===== src/hdl/assert_macros.svh =====
// Assertion helpers; define ASSERT_OFF to drop every check.
`ifndef ASSERT_MACROS_SVH
`define ASSERT_MACROS_SVH
`ifndef ASSERT_OFF
// same-cycle implication
`define ASSERT_NOW(lbl, clk, rst, ante, cons) \
  lbl: assert property (@(posedge clk) disable iff (rst) (ante) |-> (cons)) \
    else $error("assertion failed");
// next-cycle implication
`define ASSERT_NEXT(lbl, clk, rst, ante, cons) \
  lbl: assert property (@(posedge clk) disable iff (rst) (ante) |=> (cons)) \
    else $error("assertion failed");
`else
`define ASSERT_NOW(lbl, clk, rst, ante, cons)
`define ASSERT_NEXT(lbl, clk, rst, ante, cons)
`endif
`endif


===== src/hdl/nnscl_pkg.sv =====
package nnscl_pkg;

  localparam int CFG_BITS   = 7;   // size register width
  localparam int POS_BITS   = 6;   // destination coordinate width
  localparam int ADDR_BITS  = 12;  // source address / index port width
  localparam int PORT_BITS  = 32;  // pixel port width
  localparam int IDX_W      = 2 * CFG_BITS;

  localparam int DEF_MAX_DIM    = 64;
  localparam int DEF_PIXEL_BITS = 32;
  localparam int DEF_FRAC_BITS  = 16;

  localparam logic [CFG_BITS-1:0] SIZE_RESET = 7'd64;

  localparam logic [1:0] REG_SRC_WIDTH  = 2'd0;
  localparam logic [1:0] REG_SRC_HEIGHT = 2'd1;
  localparam logic [1:0] REG_DST_WIDTH  = 2'd2;
  localparam logic [1:0] REG_DST_HEIGHT = 2'd3;

  localparam logic CMD_WRITE = 1'b0;
  localparam logic CMD_READ  = 1'b1;

  // zero counts as one, anything above max_dim as max_dim
  function automatic logic [CFG_BITS-1:0] eff_size(input logic [CFG_BITS-1:0] r,
                                                    input int max_dim);
    logic [CFG_BITS-1:0] res;
    res = r;
    if (r == '0) begin
      res = CFG_BITS'(1);
    end else if (int'(r) > max_dim) begin
      res = CFG_BITS'(max_dim);
    end
    return res;
  endfunction

endpackage


===== src/hdl/nnscl_div.sv =====
// Shift-subtract divider: step = (size << FRAC_BITS) / dest + 1, one quotient bit a cycle.
module nnscl_div
  import nnscl_pkg::*;
#(
  parameter int FRAC_BITS = DEF_FRAC_BITS,
  parameter int STEP_W    = CFG_BITS + FRAC_BITS
) (
  input  logic                clk,
  input  logic                rst,
  input  logic                start,
  input  logic [CFG_BITS-1:0] size,
  input  logic [CFG_BITS-1:0] dest,
  output logic                busy,
  output logic [STEP_W-1:0]   step
);

  localparam int CNT_W = $clog2(STEP_W + 1);
  localparam logic [STEP_W-1:0] STEP_RESET = STEP_W'((64'd1 << FRAC_BITS) + 64'd1);

  logic [STEP_W-1:0]   dvd;
  logic [STEP_W-1:0]   quo;
  logic [CFG_BITS-1:0] rem;
  logic [CNT_W-1:0]    cnt;
  logic [CFG_BITS:0]   trial;
  logic                qbit;
  logic [CFG_BITS-1:0] rem_next;

  always_comb begin
    trial    = {rem, dvd[STEP_W-1]};
    qbit     = trial >= {1'b0, dest};
    rem_next = qbit ? CFG_BITS'(trial - {1'b0, dest}) : CFG_BITS'(trial);
  end

  always_ff @(posedge clk) begin
    if (rst) begin
      busy <= 1'b0;
      cnt  <= '0;
      step <= STEP_RESET;
    end else if (start) begin
      busy <= 1'b1;
      cnt  <= CNT_W'(STEP_W);
    end else if (busy) begin
      cnt <= cnt - 1'b1;
      if (cnt == CNT_W'(1)) begin
        busy <= 1'b0;
        step <= {quo[STEP_W-2:0], qbit} + 1'b1;
      end
    end
  end

  always_ff @(posedge clk) begin
    if (start) begin
      dvd <= {size, FRAC_BITS'(0)};
      quo <= '0;
      rem <= '0;
    end else if (busy) begin
      dvd <= {dvd[STEP_W-2:0], 1'b0};
      quo <= {quo[STEP_W-2:0], qbit};
      rem <= rem_next;
    end
  end

endmodule


===== config.mk =====
export PLATFORM = sky130hd
export DESIGN_NAME = nnscl_div
export DESIGN_NICKNAME = d
export VERILOG_FILES = /design/src/hdl/assert_macros.svh /design/src/hdl/nnscl_pkg.sv /design/src/hdl/nnscl_div.sv
export SDC_FILE = /design/constraint.sdc
export NUM_CORES = 1
export LEC_CHECK = 0
export ABC_AREA = 0
export BUFFER_PORTS_ARGS = -buffer_cell sky130_fd_sc_hd__buf_4
export CORE_ASPECT_RATIO = 0.5
export CORE_MARGIN = 10
export CORE_UTILIZATION = 50
export DETAILED_ROUTE_END_ITERATION = 10
export PLACE_DENSITY = 0.7
export SYNTH_ARGS = -nofsm -noshare
export SYNTH_HDL_FRONTEND = slang
export SYNTH_SLANG_ARGS = --single-unit

===== constraint.sdc =====
create_clock -name clk -period 7.9 [get_ports clk]
set_input_delay 0.395 -clock clk [delete_from_list [all_inputs] [get_ports clk]]
set_output_delay 0.395 -clock clk [all_outputs]
set_load 0.02 [all_outputs]

; Word-level counts from Yosys, hierarchy flattened
; Index checks and enable logic that the tools add are counted.
; Widths: inputs -> output; s select.
[totals]
reg_bits = 65
[op_classes]
n_addsub = 3
magnitude_cmp = 1
eq_ne = 1
mux = 8
bitwise = 1
n_reduce_logical = 3
[op_table]
columns = operator, count
row1 = $mux 23, 2
row2 = $add 23x1->23 const B, 1
row3 = $mux 5, 2
row4 = $ge 8x7->1, 1
row5 = $mux 7, 1
row6 = $sub 7x7->7, 1
row7 = $eq 5x1->1 const B, 1
row8 = $sub 5x1->5 const B, 1
row9 = $mux 1, 3
row10 = $reduce_and 3->1, 1
row11 = $reduce_bool 2->1, 1
row12 = $reduce_or 2->1, 1
row13 = $not 1->1, 1

; Logic depth before layout (Yosys ltp)
; Gate-level depths: netlist (run 1).
[depth]
word_depth = 4
ltp_mapped = 13
ltp_nobuf = 13

; Least setup slack after synthesis (run 1)
; Ideal clock, no wire load.
[synth_path]
path_type = input to register
startpoint = input port dest[0]
endpoint = register step[18]
setup_time_ns = 0.086
arrival_time_ns = 3.120
slack_ns = 4.694
path_stages = 12
path_buffers = 0
cell_sequence = ha_1 fa_1 nand2b_1 a211o_1 and3_2 inv_2 ha_1 nand2_1 nor3_1 nand4_1 xor2_1 a211oi_1
[synth_via]
elab_chain_cells = 2
[synth_lines]
columns = item, line_no
row1 = start: declaration, nnscl_div.sv:12  ; input logic [CFG_BITS-1:0] dest,
row2 = $ge 8x7->1, nnscl_div.sv:30  ; qbit = trial >= {1'b0, dest};
row3 = via qbit, nnscl_div.sv:25  ; logic qbit;
row4 = $add 23x1->23, nnscl_div.sv:46  ; step <= {quo[STEP_W-2:0], qbit} + 1'b1;
row5 = end signal: assignment, nnscl_div.sv:46
row6 = end: declaration, nnscl_div.sv:14  ; output logic [STEP_W-1:0] step
; The timed path passes the listed nets, and every way through them passes these cells.
; A chain may end at the register's enable or synchronous reset.

; Worst setup path after layout (run 1)
[layout_path]
startpoint = register dvd[22]
endpoint = register step[18]
[layout_via]
elab_chain_cells = 2
[layout_lines]
columns = item, line_no
row1 = start: declaration, nnscl_div.sv:20  ; logic [STEP_W-1:0] dvd;
row2 = start signal: assignment, nnscl_div.sv:53  ; dvd <= {size, FRAC_BITS'(0)};
row3 = start signal: assignment, nnscl_div.sv:57  ; dvd <= {dvd[STEP_W-2:0], 1'b0};
row4 = $ge 8x7->1, nnscl_div.sv:30
row5 = via qbit, nnscl_div.sv:25
row6 = $add 23x1->23, nnscl_div.sv:46
; The timed path passes the listed nets, and every way through them passes these cells.

==> metrics.md, run 1 <==
| Metric | Value |
|---|---|
| Synth-to-layout area growth | 17.64% |
| Number of gates given a new drive strength after cts | 0 |
| Maximum clock frequency | 0.2686 GHz |
| Vias in the first global route | 2459 |
| Htree depth | 3 |
| Final count of pins violating max slew | 0 |
| Startpoint type of the worst setup path | flop |
| Number of synthesized register bits | 65 |
| Total of fill cells in the finished design | 531 |
| Die ar. | 10410 sq um |
| Fraction of the cycle the final worst path needs | 0.4713 |
| Worst hold stages | 2 |
| Average routed wire per standard cell | 14.26 um |
| Final number of setup-violating endpoints | 0 |
| Final sum of negative setup slack | 0 ns |
| NumNets Final | 413 |
| First drt pass iteration count | 4 |
| Latest clock arrival within the worst-skew pair | 0.33 ns |
| Core Area | 6206 sq um |
| Die Span X | 134.6 um |
| Hold wc startpoint | size[0] |
| Async set-reset flop share out of synthesis | 0 |
| Unrepaired setup endpoints after global routing | false |
| Final hold violations | 0 |
| Type of the setup path with the least slack | flop to flop |
| Critical Path Sink | step[18]$_SDFFE_PP0P_ |
| Synthesized area divided by synthesized cell count | 9.331 sq um |
| Synthesized area | 3284 sq um |
| Pin count of the biggest net entering global routing | 47 |
| Power after layout | 824.5 uW |
| Buffer count from post-CTS setup fixing | 0 |
| Maximum VDD drop | 0.1072 mV |
| Global router's overall resource usage | 0.1375 |
| Initial Util | 0.5292 |
| Worst reg2reg path depth | 13 |
| Number of violations of the max-capacitance limit | 0 |
| Number of instances in the synthesized netlist | 352 |
| FP Rows | 20 |
| Worst setup path start | dvd[22]$_DFFE_PP_ |
| Vert. Die Dim | 77.31 um |
| Number of buffers inserted by port buffering | 40 |
| CTS sink cnt | 65 |
| Leakage power figure | 1.473 nW |
| Antenna violations before repair | 0 |
| Maximum clock insertion buffer count | 2 |
| Clock-pin slew reported for the worst setup and hold paths after clock tree synthesis | 0.05 ns |
| Reg-to-Reg Start | dvd[22]$_DFFE_PP_ |
| Power per standard cell area | 213.4 nW/um^2 |
| DP HPWL | 4.697 mm |
| CTS hold repair buffers | 0 |
| Top library cells by usage in the layout, fill and taps aside | sky130_fd_sc_hd__nor2_1, sky130_fd_sc_hd__dfxtp_1, sky130_fd_sc_hd__buf_4, sky130_fd_sc_hd__mux2i_1, sky130_fd_sc_hd__a211oi_1 |
| Number of vias after detailed routing | 2557 |
| Number of nets in the synthesized netlist | 380 |
| FF-to-FF End | step[18]$_SDFFE_PP0P_ |
| First DRT Iteration DRCs | 154 |
| First-pass GRT wire length | 11.64 mm |
| Area used by multi-input combinational logic | 1729 sq um |
| Fraction of layout instances using a drive strength above 1 | 0.2057 |
| Reg2Reg Setup Slack | 4.18 ns |
| GP Congestion | 0.8428 |
| Synth unique cells | 55 |
| Global-route congestion overflow total | 0 |
| Number of routed nets with antenna violations | 0 |
| Remaining max-slew budget at the tightest pin | 0.3672 |
| Post-synth EDFFs | 7 |
| Post-route DRC | 0 |
| I/O Pins | 41 |
| Root Driver | sky130_fd_sc_hd__clkbuf_16 |
| Number of vias per cell | 5.361 |
| Total of warnings raised by yosys | 0 |
| Clock tree from TritonCTS | yes |
| Post-route minimum period | 3.723 ns |
| Worst Path Required | 8.15 ns |
| Path class of the lowest-slack min-delay path | input pin to flop |
| CTS Buf Count | 9 |
| Sum of routed wire length over all layers | 6.802 mm |
| Prevailing post-synth register cell | sky130_fd_sc_hd__dfxtp_1 |
| Diode count | 0 |
| Run status | complete, no violations |
| Arrival time of data at the critical path endpoint | 3.97 ns |
| Top fanout value on the critical path | 14 |
| Flip-flop and latch area | 1373 sq um |
| Endpoint type of the worst setup path | flop |
| Commonest non-fill, non-tap cell in the layout | sky130_fd_sc_hd__nor2_1 |
| Actual transition at the worst max-transition pin | 0.9419 ns |
| Sequential fraction of the synthesis area | 0.4175 |
| Skew final | 0.004389 ns |
worst min-delay path by stage:
stage	slack [ns]	end
after floorplan	0.46	rem[6]$_SDFFE_PP0P_
after global placement	0.47	rem[6]$_SDFFE_PP0P_
after detailed placement	0.49	step[1]$_SDFFE_PP0P_
after CTS	0.34	dvd[16]$_SDFFCE_PN0P_
after global routing	0.35	dvd[20]$_DFFE_PP_
final	0.36	dvd[16]$_SDFFCE_PN0P_
state kept, by name, summed over array words and instances (netlist names):
name / count
busy: 1
step: 23
quo: 22
dvd: 7
cnt: 5
rem: 7
worst max-delay path, cell delays in order (launching register included):
cell and delay, ns:
sky130_fd_sc_hd__edfxtp_1 0.32, sky130_fd_sc_hd__inv_1 0.05, sky130_fd_sc_hd__ha_1 0.20, sky130_fd_sc_hd__fa_1 0.41, sky130_fd_sc_hd__nand2b_1 0.18, sky130_fd_sc_hd__a211o_1 0.31, sky130_fd_sc_hd__and3_2 0.32, sky130_fd_sc_hd__inv_2 0.16
sky130_fd_sc_hd__ha_1 0.22, sky130_fd_sc_hd__nand2_1 0.08, sky130_fd_sc_hd__nor3_1 0.78, sky130_fd_sc_hd__nand4_1 0.20, sky130_fd_sc_hd__xor2_1 0.20, sky130_fd_sc_hd__a211oi_1 0.21
kinds of logic after synthesis:
kind of cell / after synthesis / synth area share
AOI/OAI and AO/OA: 55 / 0.1303
xor gates and xnor gates: 19 / 0.05067
adders and majority gates: 11 / 0.04419
buffers and inverters: 37 / 0.05600
DFF: 65 / 0.4175
muxes: 32 / 0.1006
and+or+nand+nor: 133 / 0.2008
metal layers:
metal | global-route usage | part of all wire | vias up
met3 | 0.06697 | 0.057 | 8
met1 | 0.1640 | 0.49 | 1167
met5 | 0 | 0 | -
li1 | - | - | 1325
met4 | 0.04536 | 0.012 | 0
met2 | 0.2125 | 0.44 | 57
Yosys cell counts (all sizes together) (8+ instances only):
master / n / area share
nand4: 8 / 0.015
mux2i: 24 / 0.073
inv: 17 / 0.019
xnor2: 11 / 0.029
nor2: 66 / 0.076
nand2: 13 / 0.015
a211oi: 19 / 0.043
nand3: 8 / 0.014
a311oi: 12 / 0.034
mux2: 8 / 0.027
xor2: 8 / 0.021
ha: 10 / 0.038
and3: 8 / 0.016
buf: 9 / 0.018
dfxtp: 58 / 0.35
clkbuf: 11 / 0.019
where the power goes:
part           total [mW]  switching, mW  internal, mW
Sequential          0.355        0.00778         0.348
Combinational       0.105         0.0590        0.0457
Clock               0.364          0.135         0.229
Total               0.825          0.202         0.623
metrics by stage:
stage          hold WS, ns    util  cell area, sq um  setup slack (ns)  std cells
2_1_floorplan       0.4610       -              3284             4.694        352
3_3_place_gp        0.4734  0.5786              3591             4.051        462
3_5_place_dp        0.4870  0.5786              3591             4.013        462
4_1_cts             0.3419  0.6226              3864             4.155        477
5_1_grt             0.3530  0.6226              3864             3.783        477
6_report            0.3558  0.6226              3864             4.177        477
cell type report:
class                           count  share of cell area
Clock buffer                       13             0.06768
Clock inverter                      2            0.002915
Inverter                           17             0.01652
Multi-Input combinational cell    250              0.4475
Sequential cell                    65              0.3552
Tap cell                           88             0.02850
Timing Repair Buffer               42             0.08161
Power figures use the tool's default switching activity.
==> inputs of run 2 (changes only) <==
--- a/config.mk
+++ b/config.mk
@@ -5,7 +5,7 @@
 export SDC_FILE = /design/constraint.sdc
 export NUM_CORES = 1
 export LEC_CHECK = 0
-export ABC_AREA = 0
+export ABC_AREA = 1
 export BUFFER_PORTS_ARGS = -buffer_cell sky130_fd_sc_hd__buf_4
 export CORE_ASPECT_RATIO = 0.5
 export CORE_MARGIN = 10
==> constraint.sdc (replaced) <==
create_clock -name clk -period 3.8 [get_ports clk]
set_input_delay 0.19 -clock clk [delete_from_list [all_inputs] [get_ports clk]]
set_output_delay 0.19 -clock clk [all_outputs]
set_load 0.02 [all_outputs]
==> metrics.md, run 2 <==
| Metric | Value |
|---|---|
| Final design area excluding fillers | 3886 sq um (+0.58%) |
| Hold Slack | 0.1103 ns (-0.2455 ns) |
| Synth unique cells | 37 (-33%) |
| Pin count of the biggest net entering global routing | 34 (-28%) |
| CTS sink cnt | 65 (unchanged) |
| Commonest non-fill, non-tap cell in the layout | sky130_fd_sc_hd__nand2_1 |
| Number of nets in the synthesized netlist | 468 (+23%) |
| Power after layout | 1.647 mW (+100%) |
| NumNets Final | 507 (+23%) |
| Top fanout value on the critical path | 4 (-10) |
| Async set-reset flop share out of synthesis | 0 (unchanged) |
| Maximum clock frequency | 0.3915 GHz (+46%) |
| Skew final | 0.005450 ns (+0.001061 ns) |
| Flip-flop count of the largest register after layout | 23 (unchanged) |
| Area used by multi-input combinational logic | 1559 sq um (-9.8%) |
| Register ranked first by flip-flop count | step |
| Type of the setup path with the least slack | flop to flop |
| CTS Buf Count | 9 (unchanged) |
| Die Span X | 134.6 um (about the same) |
| Synthesized area | 3281 sq um (-0.11%) |
| Average routed wire per standard cell | 13.49 um (-5.4%) |
| Final sum of negative setup slack | 0 ns (unchanged) |
| Number of standard cells in the layout, taps in and fillers out | 571 (+20%) |
| Total of warnings raised by yosys | 0 (unchanged) |
| Hold wc startpoint | size[0] |
| Post-synth EDFFs | 7 (unchanged) |
| Top library cells by usage in the layout, fill and taps aside | sky130_fd_sc_hd__nand2_1, sky130_fd_sc_hd__inv_1, sky130_fd_sc_hd__dfxtp_1, sky130_fd_sc_hd__nor2_1, sky130_fd_sc_hd__buf_4 |
| Unrepaired setup endpoints after global routing | false |
| Leading registers by flop count | step: 23 flops, quo: 22 flops |
| Slowest cell on crit path | sky130_fd_sc_hd__fa_1 |
| Buffer and inverter count on the worst path | 3 (+1) |
| Post-synthesis compound-gate area fraction | 0.1354 (+0.005107) |
| Arrival time of data at the critical path endpoint | 2.79 ns (-1.18 ns) |
| Number of gates given a new drive strength after cts | 0 (unchanged) |
| Global-route congestion overflow total | 0 (unchanged) |
| Fraction of layout instances using a drive strength above 1 | 0.1491 (-0.05659) |
| Post-Place Setup Slack | 1.229 ns (-2.784 ns) |
| Post-route minimum period | 2.554 ns (-1.169 ns) |
| Final number of setup-violating endpoints | 0 (unchanged) |
| Clock-pin slew reported for the worst setup and hold paths after clock tree synthesis | 0.05 ns (about the same) |
| Actual transition at the worst max-transition pin | 0.6333 ns (-0.3086 ns) |
| Antenna violations before repair | 0 (unchanged) |
| Number of violations of the max-capacitance limit | 0 (unchanged) |
| Final count of pins violating max slew | 0 (unchanged) |
| Post-route DRC | 0 (unchanged) |
| Die ar. | 10400 sq um (about the same) |
| Synth-to-layout area growth | 18.46% |
| FP Rows | 20 (unchanged) |
| Top delay family on crit path | simple AND/OR/NAND/NOR gates |
| Sequential fraction of the synthesis area | 0.4180 (+0.0004777) |
| Placed Instances | 556 (+20%) |
| Endpoint type of the worst setup path | flop |
| Number of vias after detailed routing | 2917 (+14%) |
| Global router's overall resource usage | 0.1508 (+0.01325) |
| Number of synthesized register bits | 65 (unchanged) |
| Synthesized-area fraction occupied by xor and xnor cells | 0.03738 (-0.01329) |
| Ranking of synthesized cells by instance count | sky130_fd_sc_hd__nand2_1, sky130_fd_sc_hd__inv_1, sky130_fd_sc_hd__dfxtp_1, sky130_fd_sc_hd__nor2_1, sky130_fd_sc_hd__nand3_1 |
| Flip-flop and latch area | 1371 sq um (about the same) |
| Most area-consuming cells after synthesis | sky130_fd_sc_hd__dfxtp_1, sky130_fd_sc_hd__nand2_1, sky130_fd_sc_hd__inv_1, sky130_fd_sc_hd__edfxtp_1, sky130_fd_sc_hd__nor2_1 |
| Final hold violations | 0 (unchanged) |
| Utilization of the core after routing | 0.6262 (+0.003629) |
| Prevailing post-synth register cell | sky130_fd_sc_hd__dfxtp_1 |
| Proportion of synthesized area in mux cells | 0 (-0.1006) |
| Highest metal used | met4 |
| Critical Path, Cell by Cell | inv_1 -> ha_1 -> fa_1 -> inv_1 -> nand2_1 -> nand2_1 -> nand3_1 -> nand3_2 -> ha_1 -> nand3_2 -> nor2_4 -> nand3_2 -> nor4_1 -> o21ai_1 -> nand2_1 -> inv_1 |
| Sum of routed wire length over all layers | 7.703 mm (+13%) |
| Cell area reported after detailed placement | 3618 sq um (+0.77%) |
| Vias in the first global route | 2607 (+6.0%) |
| First DRT Iteration DRCs | 260 (+69%) |
| Startpoint type of the worst setup path | flop |
| Met3 layer wire length in the routed design | 510 um (+31%) |
| Leakage power figure | 1.675 nW (+14%) |
| Fraction of the cycle the final worst path needs | 0.6721 (+0.2008) |
| First drt pass iteration count | 5 (+1) |
| First-pass GRT wire length | 12.75 mm (+9.5%) |
| Path class of the lowest-slack min-delay path | input pin to flop |
| Number of instances in the synthesized netlist | 440 (+25%) |
| Number of buffers inserted by port buffering | 40 (unchanged) |
| Main combinational cell family by area after synthesis | simple AND/OR/NAND/NOR gates |
| Vert. Die Dim | 77.28 um (about the same) |
| Maximum VDD drop | 0.2678 mV (+150%) |
| Largest incremental delay on the critical path | 0.40 ns (-0.38 ns) |
| Core Area | 6206 sq um (unchanged) |
| Htree depth | 3 (unchanged) |
| DP HPWL | 5.561 mm (+18%) |
| Adder and majority gate portion of the synthesized area | 0.04424 (+0.00005056) |
| Diode count | 0 (unchanged) |
| Synthesized area divided by synthesized cell count | 7.456 sq um (-20%) |
| Root Driver | sky130_fd_sc_hd__clkbuf_16 |
| Number of routed nets with antenna violations | 0 (unchanged) |
| Worst Path Required | 4.04 ns (-4.11 ns) |
| Simple-gate portion of the synthesized area | 0.2582 (+0.05744) |
| Met2 wire length | 3.244 mm (+7.8%) |
| Post-route met1 wirelength | 3.791 mm (+14%) |
| Buffer count from post-CTS setup fixing | 0 (unchanged) |
| Power per standard cell area | 423.9 nW/um^2 (+99%) |
| Reg-to-Reg Start | dvd[22]$_DFFE_PP_ |
| CTS hold repair buffers | 0 (unchanged) |
| I/O Pins | 41 (unchanged) |
| GP Congestion | 0.9491 (+13%) |
| Cell with the most instances after synthesis | sky130_fd_sc_hd__nand2_1 |
| Latest clock arrival within the worst-skew pair | 0.34 ns (about the same) |
| Initial Util | 0.5286 (-0.0006049) |
| Cell taking the most area after synthesis | sky130_fd_sc_hd__dfxtp_1 |
| Run status | complete, no violations |
| Yosys top cell area share | 0.3539 (+0.0004045) |
| Maximum clock insertion buffer count | 2 (unchanged) |
| Total of fill cells in the finished design | 593 (+12%) |
| Least setup slack across all paths after layout | 1.246 ns (-2.931 ns) |
| Worst setup path start | dvd[22]$_DFFE_PP_ |
| Number of vias per cell | 5.109 (-4.7%) |
| Remaining max-slew budget at the tightest pin | 0.5772 (+0.2100) |
| Clock tree from TritonCTS | yes |
==> run 2: changes by cell type in the layout (fill, tap and decap cells not counted), moves of 11 or more <==
cell and change:
sky130_fd_sc_hd__o22ai_1 +22, sky130_fd_sc_hd__mux2i_1 -24, sky130_fd_sc_hd__inv_1 +49, sky130_fd_sc_hd__nand3_1 +17, sky130_fd_sc_hd__a21oi_1 +12, sky130_fd_sc_hd__nand2_1 +72, sky130_fd_sc_hd__a211oi_1 -19, sky130_fd_sc_hd__a311oi_1 -11
sky130_fd_sc_hd__nor2_1 -15
==> run 2: path summary, 6_finish.rpt <==
kind                            depth (start not counted)  slack [ns]                    end
worst max register to register                         16        1.25  step[22]$_SDFFE_PP0P_
worst min-delay path                                    3        0.11  dvd[16]$_SDFFCE_PN0P_
worst max-delay path                                   16        1.25  step[22]$_SDFFE_PP0P_
worst min register to register                          2        0.47    rem[1]$_SDFFE_PP0P_
==> run 2: layout make-up <==
| type | instances | share of cell area |
|---|---|---|
| Clock buffer | 15 | 0.06890 |
| Tap cell | 88 | 0.02833 |
| Sequential cell | 65 | 0.3529 |
| Multi-Input combinational cell | 291 | 0.4012 |
| Inverter | 70 | 0.06761 |
| Timing Repair Buffer | 42 | 0.08113 |
==> run 2: cells by family (layout without fill, tap and decap cells) <==
kind of cell	after synthesis	in the layout
simple gates	190	190
buf+inv	84	127
compound gates	76	76
flops	65	65
xor+xnor	14	14
fa+ha+maj	11	11
==> run 2: metal layers <==
layer,global-route usage,vias to the layer above
met4,0.06479,0
met3,0.06047,13
met5,0,-
li1,-,1516
met1,0.2003,1316
met2,0.2081,72
==> run 2: worst reg2reg max path: cells and delay by family (launching register included) <==
kind	cells	cell delay, ns
buf+inv	3	0.15
fa+ha+maj	3	0.80
simple gates	9	1.07
flops	1	0.35
compound gates	1	0.09
==> run 2: where the power goes <==
group,switching (mW),total [mW],internal (mW),leakage (nW)
Clock,0.276,0.750,0.473,0.130
Combinational,0.103,0.164,0.0618,1.00
Sequential,0.0131,0.733,0.720,0.542
Total,0.392,1.65,1.26,1.67
